**config.mk**
```make
export PLATFORM = sky130hd
export DESIGN_NAME = lmrr_out
export DESIGN_NICKNAME = d
export VERILOG_FILES = /design/src/design/lmrr_pkg.sv /design/src/design/lmrr_out.sv
export SDC_FILE = /design/constraint.sdc
export NUM_CORES = 1
export LEC_CHECK = 0
export BUFFER_PORTS_ARGS = -buffer_cell sky130_fd_sc_hd__buf_4
export CAP_MARGIN = 40
export CORE_MARGIN = 10
export CORE_UTILIZATION = 35
export DETAILED_ROUTE_END_ITERATION = 10
export PLACE_DENSITY = 0.76
export REMOVE_ABC_BUFFERS = 1
export SLEW_MARGIN = 20
export SYNTH_ARGS = -nofsm -noshare
export SYNTH_HDL_FRONTEND = slang
export SYNTH_SLANG_ARGS = --single-unit
export TNS_END_PERCENT = 5
```
**constraint.sdc**
```tcl
create_clock -name clk -period 1.1 [get_ports clk]
set_input_delay 0.11 -clock clk [delete_from_list [all_inputs] [get_ports clk]]
set_output_delay 0.11 -clock clk [all_outputs]
set_load 0.005 [all_outputs]
```
**src/design/lmrr_pkg.sv**
```systemverilog
// Shared types and constants for the lock manager with revoke and retry.
package lmrr_pkg;

	localparam int NUM_LOCKS   = 256;
	localparam int NUM_CLIENTS = 16;
	localparam int SLOT_W      = $clog2(NUM_LOCKS);
	localparam int CLIENT_W    = $clog2(NUM_CLIENTS);
	localparam int LOCK_W      = 8;
	localparam int ID_W        = 4;
	localparam int KIND_W      = 3;

	typedef enum logic [KIND_W-1:0] {
		KIND_GRANT        = 3'd0,
		KIND_RETRY_REPLY  = 3'd1,
		KIND_REVOKE       = 3'd2,
		KIND_RETRY_WAITER = 3'd3,
		KIND_ACK          = 3'd4,
		KIND_ERROR        = 3'd5
	} msg_kind_t;

	typedef enum logic [1:0] {
		ST_IDLE,
		ST_LOOKUP,
		ST_REVOKE,
		ST_WALK
	} ctrl_state_t;

	typedef struct packed {
		logic                   held;
		logic [CLIENT_W-1:0]    owner;
		logic [NUM_CLIENTS-1:0] waiters;
	} entry_t;

	typedef struct packed {
		logic              en;
		logic [SLOT_W-1:0] addr;
	} tbl_rd_t;

	typedef struct packed {
		logic              en;
		logic [SLOT_W-1:0] addr;
		entry_t            data;
	} tbl_wr_t;

	typedef struct packed {
		msg_kind_t   kind;
		logic [ID_W-1:0]   target;
		logic [LOCK_W-1:0] lock;
		logic              last;
	} msg_t;

endpackage

```
**src/design/lmrr_out.sv**
```systemverilog
// Output register for result beats; holds a beat while the receiver stalls.
module lmrr_out (
	input  logic                 clk,
	input  logic                 arst_n,
	input  logic                 push,
	input  lmrr_pkg::msg_t        msg,
	output logic                 free,
	output logic                 m_tvalid,
	input  logic                 m_tready,
	output logic [15:0]          m_tdata,  // target_client[3:0], out_lock[11:4]
	output logic [2:0]           m_tuser,  // msg_kind[2:0]
	output logic                 m_tlast
);
	import lmrr_pkg::*;

	logic valid_q;
	msg_t msg_q;

	assign free = !valid_q || m_tready;

	always_ff @(posedge clk or negedge arst_n) begin
		if (!arst_n) begin
			valid_q <= 1'b0;
		end else if (free) begin
			valid_q <= push;
		end
	end

	always_ff @(posedge clk) begin
		if (free && push) begin
			msg_q <= msg;
		end
	end

	assign m_tvalid = valid_q;
	assign m_tdata  = {4'b0, msg_q.lock, msg_q.target};
	assign m_tuser  = msg_q.kind;
	assign m_tlast  = msg_q.last;

endmodule

```
# Yosys cells after proc, flatten, opt, wreduce, memory -nomap -nowiden
# Cells that the tools add are included.
dict set report word_totals {
  register_bits 17
  inputBits 20
  wordCells 8
}
dict set report classes {
  n_reduce_logical 3
}
# operator n
set op_table {}
lappend op_table {{1-bit logical AND} 1}
lappend op_table {{1-bit logical NOT} 1}
lappend op_table {{1-bit logical OR} 1}

# Depth between registers and ports, before layout
dict set report logic_depth {
  word_depth 3
  mapped_depth 2
  depth_no_buf 2
}

# Worst setup path after synthesis
# No wires, ideal clock.
dict set report synth_path {
  path_type {register to register}
  start {register valid_q, in the netlist m_tvalid}
  end {register msg_q, in the netlist m_tdata[0], enable pin}
  setup_time_ns 0.313
  arrival_time_ns 0.720
  required_ns 0.787
  setup_slack_ns 0.067
  stages_incl_launch_ff 3
  path_buffers 0
  period_less_slack_ns 1.033
  cell_sequence {dfrtp_1 -> nand2b_4 -> and2_4}
}
dict set report synth_via {
  elab_chain_cells 3
}
# item line_no
set synth_lines {}
lappend synth_lines {{start, declared} lmrr_out.sv:16} ;# logic valid_q;
lappend synth_lines {{start signal, assigned} lmrr_out.sv:25} ;# valid_q <= push;
lappend synth_lines {{1-bit logical NOT} lmrr_out.sv:19} ;# assign free = !valid_q || m_tready;
lappend synth_lines {{1-bit logical OR} lmrr_out.sv:19}
lappend synth_lines {{named net free} lmrr_out.sv:7} ;# output logic free,
lappend synth_lines {{1-bit logical AND} lmrr_out.sv:30} ;# if (free && push) begin
lappend synth_lines {{end signal, assigned} lmrr_out.sv:31} ;# msg_q <= msg;
lappend synth_lines {{end, declared} lmrr_out.sv:17} ;# msg_t msg_q;
# The timed path passes the listed nets, and every way through them passes these cells.
# A chain may end at the register's enable or synchronous reset.

# Worst setup path in the final report
dict set report layout_path {
  start {register valid_q, in the netlist m_tvalid}
  end {output port free}
}
dict set report layout_via {
  elab_chain_cells 2
}
# item line_no
set layout_lines {}
lappend layout_lines {{1-bit logical NOT} lmrr_out.sv:19}
lappend layout_lines {{1-bit logical OR} lmrr_out.sv:19}
lappend layout_lines {{end, declared} lmrr_out.sv:7}
# Every way passes these cells.

==> results.cfg <==
[floorplan]
fp.dieH_um = 60.3
die_w_um = 60.3
row_count = 14
io_pins = 42
core_sq_um = 1520
initial_core_util = 0.373
die_area_sq_um = 3630

[final_layout]
multi_input_area_sq_um = 52.6
areaGrowthSynthToFinish_pct = 85.2
fillCellCount = 114
fin_area_sq_um = 1050
drive_gt1_frac = 0.518
layout.nets = 104
diodes = 0
regArea_sq_um = 505

[setup_path]
endpoint_kind = output port
timing.rr.start = m_tvalid
worstPathArrival_ns = 0.90
path_class = flop to output port
r2r_slack_ns = 0.09
worstSetupStartpointType = flop
crit_fanout = 4
worstSetupStartpoint = m_tvalid
worstPathRequired_ns = 0.99

[clock_tree]
cts_made_buffers = 3
cts_tree = done
clkTransAtPathRegs_ns = 0.09
cts_sinks = 17
cts.root.buffer_cell = clkbuf_4
post-cts-setup-buffers = 0
htreeDepth = 1
cts_buffer_depth = 2
clock_latency_ns = 0.28

[drt]
drtPass1Iterations = 5
first_iter_violations = 3
vias = 419
drc = 0
wl_per_cell_um = 16.5
final_antenna_net_count = 0
vias_per_cell = 4.23
postRouteWirelength_um = 1640

[logic_synthesis]
syn_area_sq_um = 568
yosysSeqAreaShare = 0.890
async_flop_share = 0.0588
netlist_top_cells_count = edfxtp_1 (16), buf_4 (4)
yosysUniqueCellTypes = 7
synth_top_cell_by_area = edfxtp_1
ys.flop_type = edfxtp_1
yosysWarnings = 0
yosysMostFrequentCell = edfxtp_1
synth.avg_cell_area_sq_um = 22.7
post-synth-top-area-fraction = 0.846
synth_cells = 25
synthTopCellsByArea = edfxtp_1 (85%), buf_4 (5.3%), dfrtp_1 (4.4%), nand2b_4 (2.4%), and2_4 (1.5%)
synth_edf_count = 16
ys_ff_latch = 17

[global_route]
track_usage = 0.0897
grt_pass1_wl_um = 2350
grt_max_degree = 17
grt_overflow = 0
antenna_found_initial = 0
grt_pass1_vias = 496

[timing]
setup_viol = 0
drv_slew = 0
post-route-period-util = 0.921
rsz0062_at_grt = false
min_period_ns = 1.01
skew_ns = 0.00337
hold_viol = 0
clock.fmax_mhz = 987
timing.setup.tns_ns = 0

[power]
finalPower_mw = 1.28
total_leakage_power_nw = 0.460
p_per_area_nw_per_um2 = 1220
ir_worst_vdd_mv = 0.972

[placed_design]
place_area_sq_um = 847
portBuffers = 37
gp_congestion = 0.663

[hold_path]
hp-class = input port to flop
min_from = push

[flow_run]
cap_violations = 0

[run_status]
outcome = finished, final reports clean
[state kept, by name (all words and copies together), names as in the netlist]
| signal | count |
|---|---|
| m_tvalid | 1 |
| m_tdata | 12 |
| m_tuser | 3 |
| m_tlast | 1 |
[routing by layer]
layer | wire length, um | vias up | track usage
li1 | - | 200 | -
met1 | 605 | 189 | 0.0935
met2 | 796 | 30 | 0.144
met3 | 234 | 0 | 0.0508
met4 | 0 | 0 | 0.0385
met5 | 0 | - | 0
[path summary, 6_finish.rpt]
path                          endpoint  cells past startpoint
hold reg to reg               m_tvalid                      2
hold / removal                m_tvalid                      2
max in group asynchronous     m_tvalid                      2
setup / recovery                  free                      2
setup reg to reg           m_tdata[10]                      2
min in group asynchronous     m_tvalid                      2
[repair_timing]
action	in CTS	in global routing
hold buffers	16	1
hold endpoints to repair	16	1
endpoints found under the setup margin	0	16
gates resized for setup	0	1
[metrics by stage]
| step | worst slack, ns | hold slack, ns | util | std cells |
|---|---|---|---|---|
| after floorplan | 0.0674 | -0.186 | - | 24 |
| after global placement | 0.0507 | -0.114 | 0.556 | 77 |
| after detailed placement | 0.0191 | -0.114 | 0.556 | 77 |
| after CTS | 0.00496 | 0.000608 | 0.678 | 97 |
| after global routing | 0.0399 | 0.0430 | 0.690 | 99 |
| final | 0.0868 | 0.0438 | 0.690 | 99 |
[critical path, cell delays in order, from the launching register on]
cell and delay [ns]:
dfrtp_1 0.42, nand2b_4 0.10, buf_4 0.11
[cells by family (layout without fill, tap and decap cells)]
kind of cell / after synthesis / after routing / synth area share
AND/OR/NAND/NOR: 3 / 4 / 0.0507
other: 1 / 4 / 0.00660
flip-flops: 17 / 17 / 0.890
buffers and inverters: 4 / 58 / 0.0529
[final cells by class]
class                   instances  share of cell area
clock buffers                   4              0.0250
multi-input cells               8              0.0499
flip-flops and latches         17               0.480
well taps                      16              0.0190
repair buffers                 54               0.426
[power by group]
group | leakage (nW) | internal [mW] | switching [mW]
clock | 0.0150 | 0.140 | 0.185
sequential | 0.163 | 0.750 | 0.0116
combinational | 0.282 | 0.133 | 0.0633
[placed cells by master (no fill, tap or decap), drive strengths merged]
master,count
dfrtp,1
and2,2
dlygate4sd3,17
nand2b,2
buf,37
clkbuf,4
edfxtp,16
conb,4
No activity file was read; power rests on OpenSTA's default activity.
