### src/design/lmrr_pkg.sv
// Shared types and constants for the lock manager with revoke and retry.
package lmrr_pkg;

	localparam int NUM_LOCKS   = 256;
	localparam int NUM_CLIENTS = 16;
	localparam int SLOT_W      = $clog2(NUM_LOCKS);
	localparam int CLIENT_W    = $clog2(NUM_CLIENTS);
	localparam int LOCK_W      = 8;
	localparam int ID_W        = 4;
	localparam int KIND_W      = 3;

	typedef enum logic [KIND_W-1:0] {
		KIND_GRANT        = 3'd0,
		KIND_RETRY_REPLY  = 3'd1,
		KIND_REVOKE       = 3'd2,
		KIND_RETRY_WAITER = 3'd3,
		KIND_ACK          = 3'd4,
		KIND_ERROR        = 3'd5
	} msg_kind_t;

	typedef enum logic [1:0] {
		ST_IDLE,
		ST_LOOKUP,
		ST_REVOKE,
		ST_WALK
	} ctrl_state_t;

	typedef struct packed {
		logic                   held;
		logic [CLIENT_W-1:0]    owner;
		logic [NUM_CLIENTS-1:0] waiters;
	} entry_t;

	typedef struct packed {
		logic              en;
		logic [SLOT_W-1:0] addr;
	} tbl_rd_t;

	typedef struct packed {
		logic              en;
		logic [SLOT_W-1:0] addr;
		entry_t            data;
	} tbl_wr_t;

	typedef struct packed {
		msg_kind_t   kind;
		logic [ID_W-1:0]   target;
		logic [LOCK_W-1:0] lock;
		logic              last;
	} msg_t;

endpackage

### src/design/lmrr_ctrl.sv
// Request sequencer: read-modify-write of the lock entry and message emission.
module lmrr_ctrl (
	input  logic                       clk,
	input  logic                       arst_n,
	input  logic                       req_valid,
	output logic                       req_ready,
	input  logic                       req_type,
	input  logic [lmrr_pkg::LOCK_W-1:0] lock_index,
	input  logic [lmrr_pkg::ID_W-1:0]   client_id,
	output lmrr_pkg::tbl_rd_t           tbl_rd,
	output lmrr_pkg::tbl_wr_t           tbl_wr,
	input  lmrr_pkg::entry_t            tbl_data,
	input  logic                       out_free,
	output logic                       out_push,
	output lmrr_pkg::msg_t              out_msg
);
	import lmrr_pkg::*;

	ctrl_state_t            state_q, state_d;
	logic                   op_q;
	logic [LOCK_W-1:0]      lock_q;
	logic [CLIENT_W-1:0]    client_q;
	logic [CLIENT_W-1:0]    owner_q, owner_d;
	logic [NUM_CLIENTS-1:0] map_q, map_d;
	logic [NUM_CLIENTS-1:0] client_bit;
	logic [NUM_CLIENTS-1:0] low_bit;
	logic [CLIENT_W-1:0]    low_idx;
	logic [NUM_CLIENTS-1:0] map_rest;

	assign client_bit = {{(NUM_CLIENTS-1){1'b0}}, 1'b1} << client_q;

	// isolate the lowest pending waiter and encode its index
	always_comb begin
		low_bit  = map_q & (~map_q + {{(NUM_CLIENTS-1){1'b0}}, 1'b1});
		map_rest = map_q & ~low_bit;
		low_idx  = '0;
		for (int i = 0; i < NUM_CLIENTS; i++) begin
			if (low_bit[i]) begin
				low_idx = low_idx | CLIENT_W'(i);
			end
		end
	end

	always_ff @(posedge clk or negedge arst_n) begin
		if (!arst_n) begin
			state_q <= ST_IDLE;
		end else begin
			state_q <= state_d;
		end
	end

	always_ff @(posedge clk) begin
		if (req_valid && req_ready) begin
			op_q     <= req_type;
			lock_q   <= lock_index;
			client_q <= client_id[CLIENT_W-1:0];
		end
		owner_q <= owner_d;
		map_q   <= map_d;
	end

	always_comb begin
		state_d     = state_q;
		owner_d     = owner_q;
		map_d       = map_q;
		req_ready   = 1'b0;
		tbl_rd.en   = 1'b0;
		tbl_rd.addr = lock_index[SLOT_W-1:0];
		tbl_wr.en   = 1'b0;
		tbl_wr.addr = lock_q[SLOT_W-1:0];
		tbl_wr.data = '0;
		out_push    = 1'b0;
		out_msg.kind   = KIND_GRANT;
		out_msg.target = ID_W'(client_q);
		out_msg.lock   = lock_q;
		out_msg.last   = 1'b1;
		unique case (state_q)
			ST_IDLE: begin
				req_ready = 1'b1;
				tbl_rd.en = req_valid;
				if (req_valid) begin
					state_d = ST_LOOKUP;
				end
			end
			ST_LOOKUP: begin
				if (out_free) begin
					out_push = 1'b1;
					state_d  = ST_IDLE;
					if (!op_q) begin
						tbl_wr.en = 1'b1;
						if (!tbl_data.held) begin
							tbl_wr.data.held  = 1'b1;
							tbl_wr.data.owner = client_q;
							out_msg.kind      = KIND_GRANT;
						end else begin
							tbl_wr.data.held    = 1'b1;
							tbl_wr.data.owner   = tbl_data.owner;
							tbl_wr.data.waiters = tbl_data.waiters | client_bit;
							out_msg.kind        = KIND_RETRY_REPLY;
							if (tbl_data.waiters == '0) begin
								out_msg.last = 1'b0;
								owner_d      = tbl_data.owner;
								state_d      = ST_REVOKE;
							end
						end
					end else if (!tbl_data.held || tbl_data.owner != client_q) begin
						out_msg.kind = KIND_ERROR;
					end else begin
						// free the lock, then walk the former waiters
						tbl_wr.en    = 1'b1;
						out_msg.kind = KIND_ACK;
						map_d        = tbl_data.waiters;
						if (tbl_data.waiters != '0) begin
							out_msg.last = 1'b0;
							state_d      = ST_WALK;
						end
					end
				end
			end
			ST_REVOKE: begin
				out_msg.kind   = KIND_REVOKE;
				out_msg.target = ID_W'(owner_q);
				if (out_free) begin
					out_push = 1'b1;
					state_d  = ST_IDLE;
				end
			end
			ST_WALK: begin
				out_msg.kind   = KIND_RETRY_WAITER;
				out_msg.target = ID_W'(low_idx);
				out_msg.last   = (map_rest == '0);
				if (out_free) begin
					out_push = 1'b1;
					map_d    = map_rest;
					if (map_rest == '0) begin
						state_d = ST_IDLE;
					end
				end
			end
			default: begin
				state_d = ST_IDLE;
			end
		endcase
	end

endmodule

### config.mk
export PLATFORM = sky130hd
export DESIGN_NAME = lmrr_ctrl
export DESIGN_NICKNAME = d
export VERILOG_FILES = /design/src/design/lmrr_pkg.sv /design/src/design/lmrr_ctrl.sv
export SDC_FILE = /design/constraint.sdc
export NUM_CORES = 1
export LEC_CHECK = 0
export ABC_AREA = 1
export BUFFER_PORTS_ARGS = -buffer_cell sky130_fd_sc_hd__buf_2
export CORE_ASPECT_RATIO = 0.5
export CORE_UTILIZATION = 30
export CTS_CLUSTER_DIAMETER = 80
export DETAILED_ROUTE_END_ITERATION = 7
export PLACE_DENSITY_LB_ADDON = 0.1
export REMOVE_ABC_BUFFERS = 1
export SYNTH_ARGS = -nofsm -noshare
export SYNTH_HDL_FRONTEND = slang
export SYNTH_SLANG_ARGS = --single-unit
### constraint.sdc
create_clock -name clk -period 3.9 [get_ports clk]
set_input_delay 0.39 -clock clk [delete_from_list [all_inputs] [get_ports clk]]
set_output_delay 0.39 -clock clk [all_outputs]
set_load 0.01 [all_outputs]
**Word-level counts from Yosys, hierarchy flattened**

Index checks and enable logic that the tools add are counted.

- Register bits: 35
- Bits of input ports: 38
- Output and inout port bits: 57
- Logic and storage cells: 94

- $add $sub $neg: 1
- Eq/ne operators: 11
- Shift operators: 1
- Mux-type cells: 57
- Bitwise logic cells: 6
- Reduce and logical (&&, ||, !) cells: 12

Operator list:

| kind | number |
|---|---|
| $mux W16 | 5 |
| $mux W21 | 3 |
| $mux W4 | 9 |
| $and A16 B16 Y16 | 2 |
| $logic_not A16 Y1 | 2 |
| $not A16 Y16 | 2 |
| $pmux W16 S2 | 1 |
| $mux W2 | 12 |
| $mux W3 | 6 |
| $mux W1 | 17 |
| $add A16 B1 Y16 const B | 1 |
| $or A16 B16 Y16 | 1 |
| $reduce_bool A16 Y1 | 1 |
| $shl A1 B4 Y16 const A | 1 |
| $reduce_and A5 Y1 | 3 |
| $ne A2 B2 Y1 const B | 7 |
| $pmux W3 S3 | 1 |
| $pmux W2 S4 | 1 |
| $pmux W4 S2 | 1 |
| $eq A2 B2 Y1 const B | 2 |
| $ne A4 B4 Y1 | 1 |
| $reduce_or A3 Y1 | 1 |
| $eq A2 B1 Y1 const B | 1 |
| $logic_not A2 Y1 | 1 |
| other kinds (6) | 6 |

**Depth between registers and ports, before layout**

- Word-level depth: 19
- Gate-level depth with buffers: 12
- Mapped depth without buffers: 12

**Worst setup path after synthesis**

Ideal clock, no wire load.

- Path kind: reg2reg
- Start: register client_q[2]
- End: register map_q[0] (enable)
- Setup time: 0.388 ns
- Data arrival time: 1.763 ns
- Required time: 3.512 ns
- Path slack: 1.749 ns
- Stages on the path, launching flop included: 9
- Buffers on the path: 0
- Clock period less this slack: 2.151 ns
- Cells stage by stage: edfxtp_1 -> inv_2 -> nand2_2 -> nand2_1 -> nor3_2 -> nand2_1 -> nor2_2 -> nor2_1 -> nor2_1

- Word-level cells in the longest chain between the ends: 4

Ends and longest elaborated chain:

| item | line | source |
|---|---|---|
| from (decl) | lmrr_ctrl.sv:22 | `logic [CLIENT_W-1:0] client_q;` |
| from (signal assigned) | lmrr_ctrl.sv:56 | `client_q <= client_id[CLIENT_W-1:0];` |
| $ne A4 B4 Y1 | lmrr_ctrl.sv:106 | `end else if (!tbl_data.held \|\| tbl_data.owner != client_q) begin` |
| $logic_or A1 B1 Y1 | lmrr_ctrl.sv:106 |  |
| $ne A2 B2 Y1 (no source line) | n/a |  |
| $reduce_and A5 Y1 (no source line) | n/a |  |
| to (signal assigned) | lmrr_ctrl.sv:59 | `map_q <= map_d;` |
| to (decl) | lmrr_ctrl.sv:24 | `logic [NUM_CLIENTS-1:0] map_q, map_d;` |

Every way passes these cells.
A chain may end at the register's enable or synchronous reset.

==> impl_metrics.env <==
export IMPL_status="complete, no violations"
export IMPL_htreeDepth=2
export IMPL_yosysWarnings=0
export IMPL_setup_ws_ns=1.34
export IMPL_finalPower_mw=1.46
export IMPL_fmax_mhz=390
export IMPL_async_reset_ff_frac=0.0571
export IMPL_p_leak_nw=1.41
export IMPL_cts_buffer_depth=2
export IMPL_crit_slowest_cell="nand2_1"
export IMPL_synth_top_area_frac=0.410
export IMPL_dpl_cell_count=505
export IMPL_synth_largest_area_cell="edfxtp_1"
export IMPL_root_buffer="clkbuf_16"
export IMPL_initial_utilization=0.319
export IMPL_drc=0
export IMPL_place_area_mm2=0.00287
export IMPL_synth_area_leaders="edfxtp_1 (41%), nand2_1 (13%), nor2_1 (7.3%)"
export IMPL_route_vias_total=2369
export IMPL_grt_pass1_vias=2295
export IMPL_path_cells="nand2_1 > inv_1 > o21ai_0 > o211ai_1 > buf_2"
export IMPL_syn_instance_count=328
export IMPL_synth_distinct_cells=29
export IMPL_die_w_um=129
export IMPL_cts_tree="done"
export IMPL_grt_usage=0.174
export IMPL_worst_path_dominant_cell_family="buffers and inverters"
export IMPL_boundaryPins=95
export IMPL_area_growth_pct=24.7
export IMPL_power_density_mw_per_mm2=484
export IMPL_ys_seq_area_frac=0.431
export IMPL_fin_tns_setup_ns=0
export IMPL_end_kind="primary output"
export IMPL_core_area_mm2=0.00757
export IMPL_viasPerCell=4.61
export IMPL_maxCapViolCount=0
export IMPL_min_period_over_period=0.657
export IMPL_setup_violations=0
export IMPL_numCtsBuffers=5
export IMPL_syn_area_mm2=0.00241
export IMPL_final_cell_area_mm2=0.00301
export IMPL_fp_dieArea_mm2=0.00843
export IMPL_skew_ns=0.00656
export IMPL_ant_nets=0
export IMPL_ir_drop_uv=275
export IMPL_synth_most_common_cell="nand2_1"
export IMPL_drive_above_1_share=0.283
export IMPL_worstPathArrival_ns=2.17
export IMPL_rsz0062_at_grt="false"
export IMPL_hold_violations=0
export IMPL_routedWlPerCell_um=13.3
export IMPL_clock_sinks=35
export IMPL_layout_nets=443
export IMPL_final_core_util=0.398
export IMPL_hold_ws_ns=0.282
export IMPL_gp_congestion=0.868
export IMPL_path_buf_inv=2
export IMPL_fin_cells=514
export IMPL_die_h_um=65.4
export IMPL_routed_wl_mm=6.81
export IMPL_post_place_ws_ns=1.59
export IMPL_tightest_slew_ns=0.774
export IMPL_worstSetupPathType="flop to primary output"
export IMPL_crit_required_ns=3.51
export IMPL_clk_latency_ns=0.28
export IMPL_row_count=22
export IMPL_grt_pass1_wl_mm=11.1
export IMPL_first_pass_iters=4
export IMPL_grt_overflow=0
export IMPL_slew_violations=0
export IMPL_min_period_ns=2.56
export IMPL_ys_seq_elements=35
export IMPL_max_stage_delay_ns=0.54
export IMPL_start_kind="flop"
export IMPL_antenna_found_initial=0
export IMPL_synthTopCellsByCount="nand2_1 (84), nor2_1 (47), edfxtp_1 (33), inv_1 (31), o21ai_0 (22)"
export IMPL_synth_edf_count=33
export IMPL_n_antenna_cell=0
export IMPL_slew_headroom=0.483
export IMPL_dp_hpwl_mm=5.55
export IMPL_synth_ff_type="edfxtp_1"
export IMPL_drt_iter0_markers=181
export IMPL_cts_clk_slew_worst_paths_ns=0.05
export IMPL_io_buffers=94
export IMPL_path_max_fanout=30
export IMPL_cts_resized=0
export IMPL_grt_max_degree=31
export IMPL_hold_class="primary input to flop"
export IMPL_avgSynthCellArea_um2=7.36
-- cells by family (layout without fill, tap and decap cells) --
kind of cell / count (synthesis) / in the layout / synth area share
AOI/OAI and AO/OA: 56 / 56 / 0.126
buffers and inverters: 60 / 138 / 0.120
DFF: 35 / 35 / 0.431
and+or+nand+nor: 177 / 177 / 0.322
-- path summary, 6_finish.rpt --
check,start,end,slack (ns),depth (start not counted)
worst max register to register,state_q[0],owner_q[2],1.83,6
max in group asynchronous,arst_n,state_q[0],3.38,2
min in group asynchronous,arst_n,state_q[1],0.42,2
worst max-delay path,state_q[1],out_msg[11],1.34,5
worst min register to register,state_q[0],state_q[0],0.57,2
worst min-delay path,req_type,op_q,0.28,1
-- layer usage --
metal / up-vias / GRT usage / share of wire
met2: 78 / 0.277 / 0.45
met4: 0 / 0.0574 / 0.0038
met1: 1060 / 0.225 / 0.47
met5: - / 0 / 0
met3: 4 / 0.0537 / 0.073
li1: 1227 / - / -
-- layout by cell type (no fill, tap or decap), types with 5 or more instances in the layout --
cell type / instances
buf_2: 94
nand2_1: 84
nor2_1: 47
edfxtp_1: 33
inv_1: 31
o21ai_0: 22
nand3_1: 19
a21oi_1: 19
nor3_1: 6
nand4_1: 6
o22ai_1: 5
clkbuf_16: 5
-- power breakdown --
group / switching (mW) / internal [mW] / total, mW
sequential: 0.0669 / 0.496 / 0.563
combinational: 0.338 / 0.182 / 0.521
clock: 0.142 / 0.232 / 0.374
-- what timing repair did --
action	in CTS	in global routing
hold endpoints to repair	2	0
hold buffers	1	0
buffers inserted	0	0
-- registers in the layout, indices dropped and copies added, names as in the netlist --
register	flops
owner_q	4
lock_q	8
client_q	4
state_q	2
op_q	1
map_q	16
-- final cells by class --
class / count / area [um2]
well taps: 108 / 135
clock buffers: 6 / 129
multi-input cells: 233 / 1080
clock inverters: 2 / 7.51
fillers: 801 / 4560
inverters: 34 / 128
repair buffers: 96 / 488
flip-flops and latches: 35 / 1040
Power figures use the tool's default switching activity.
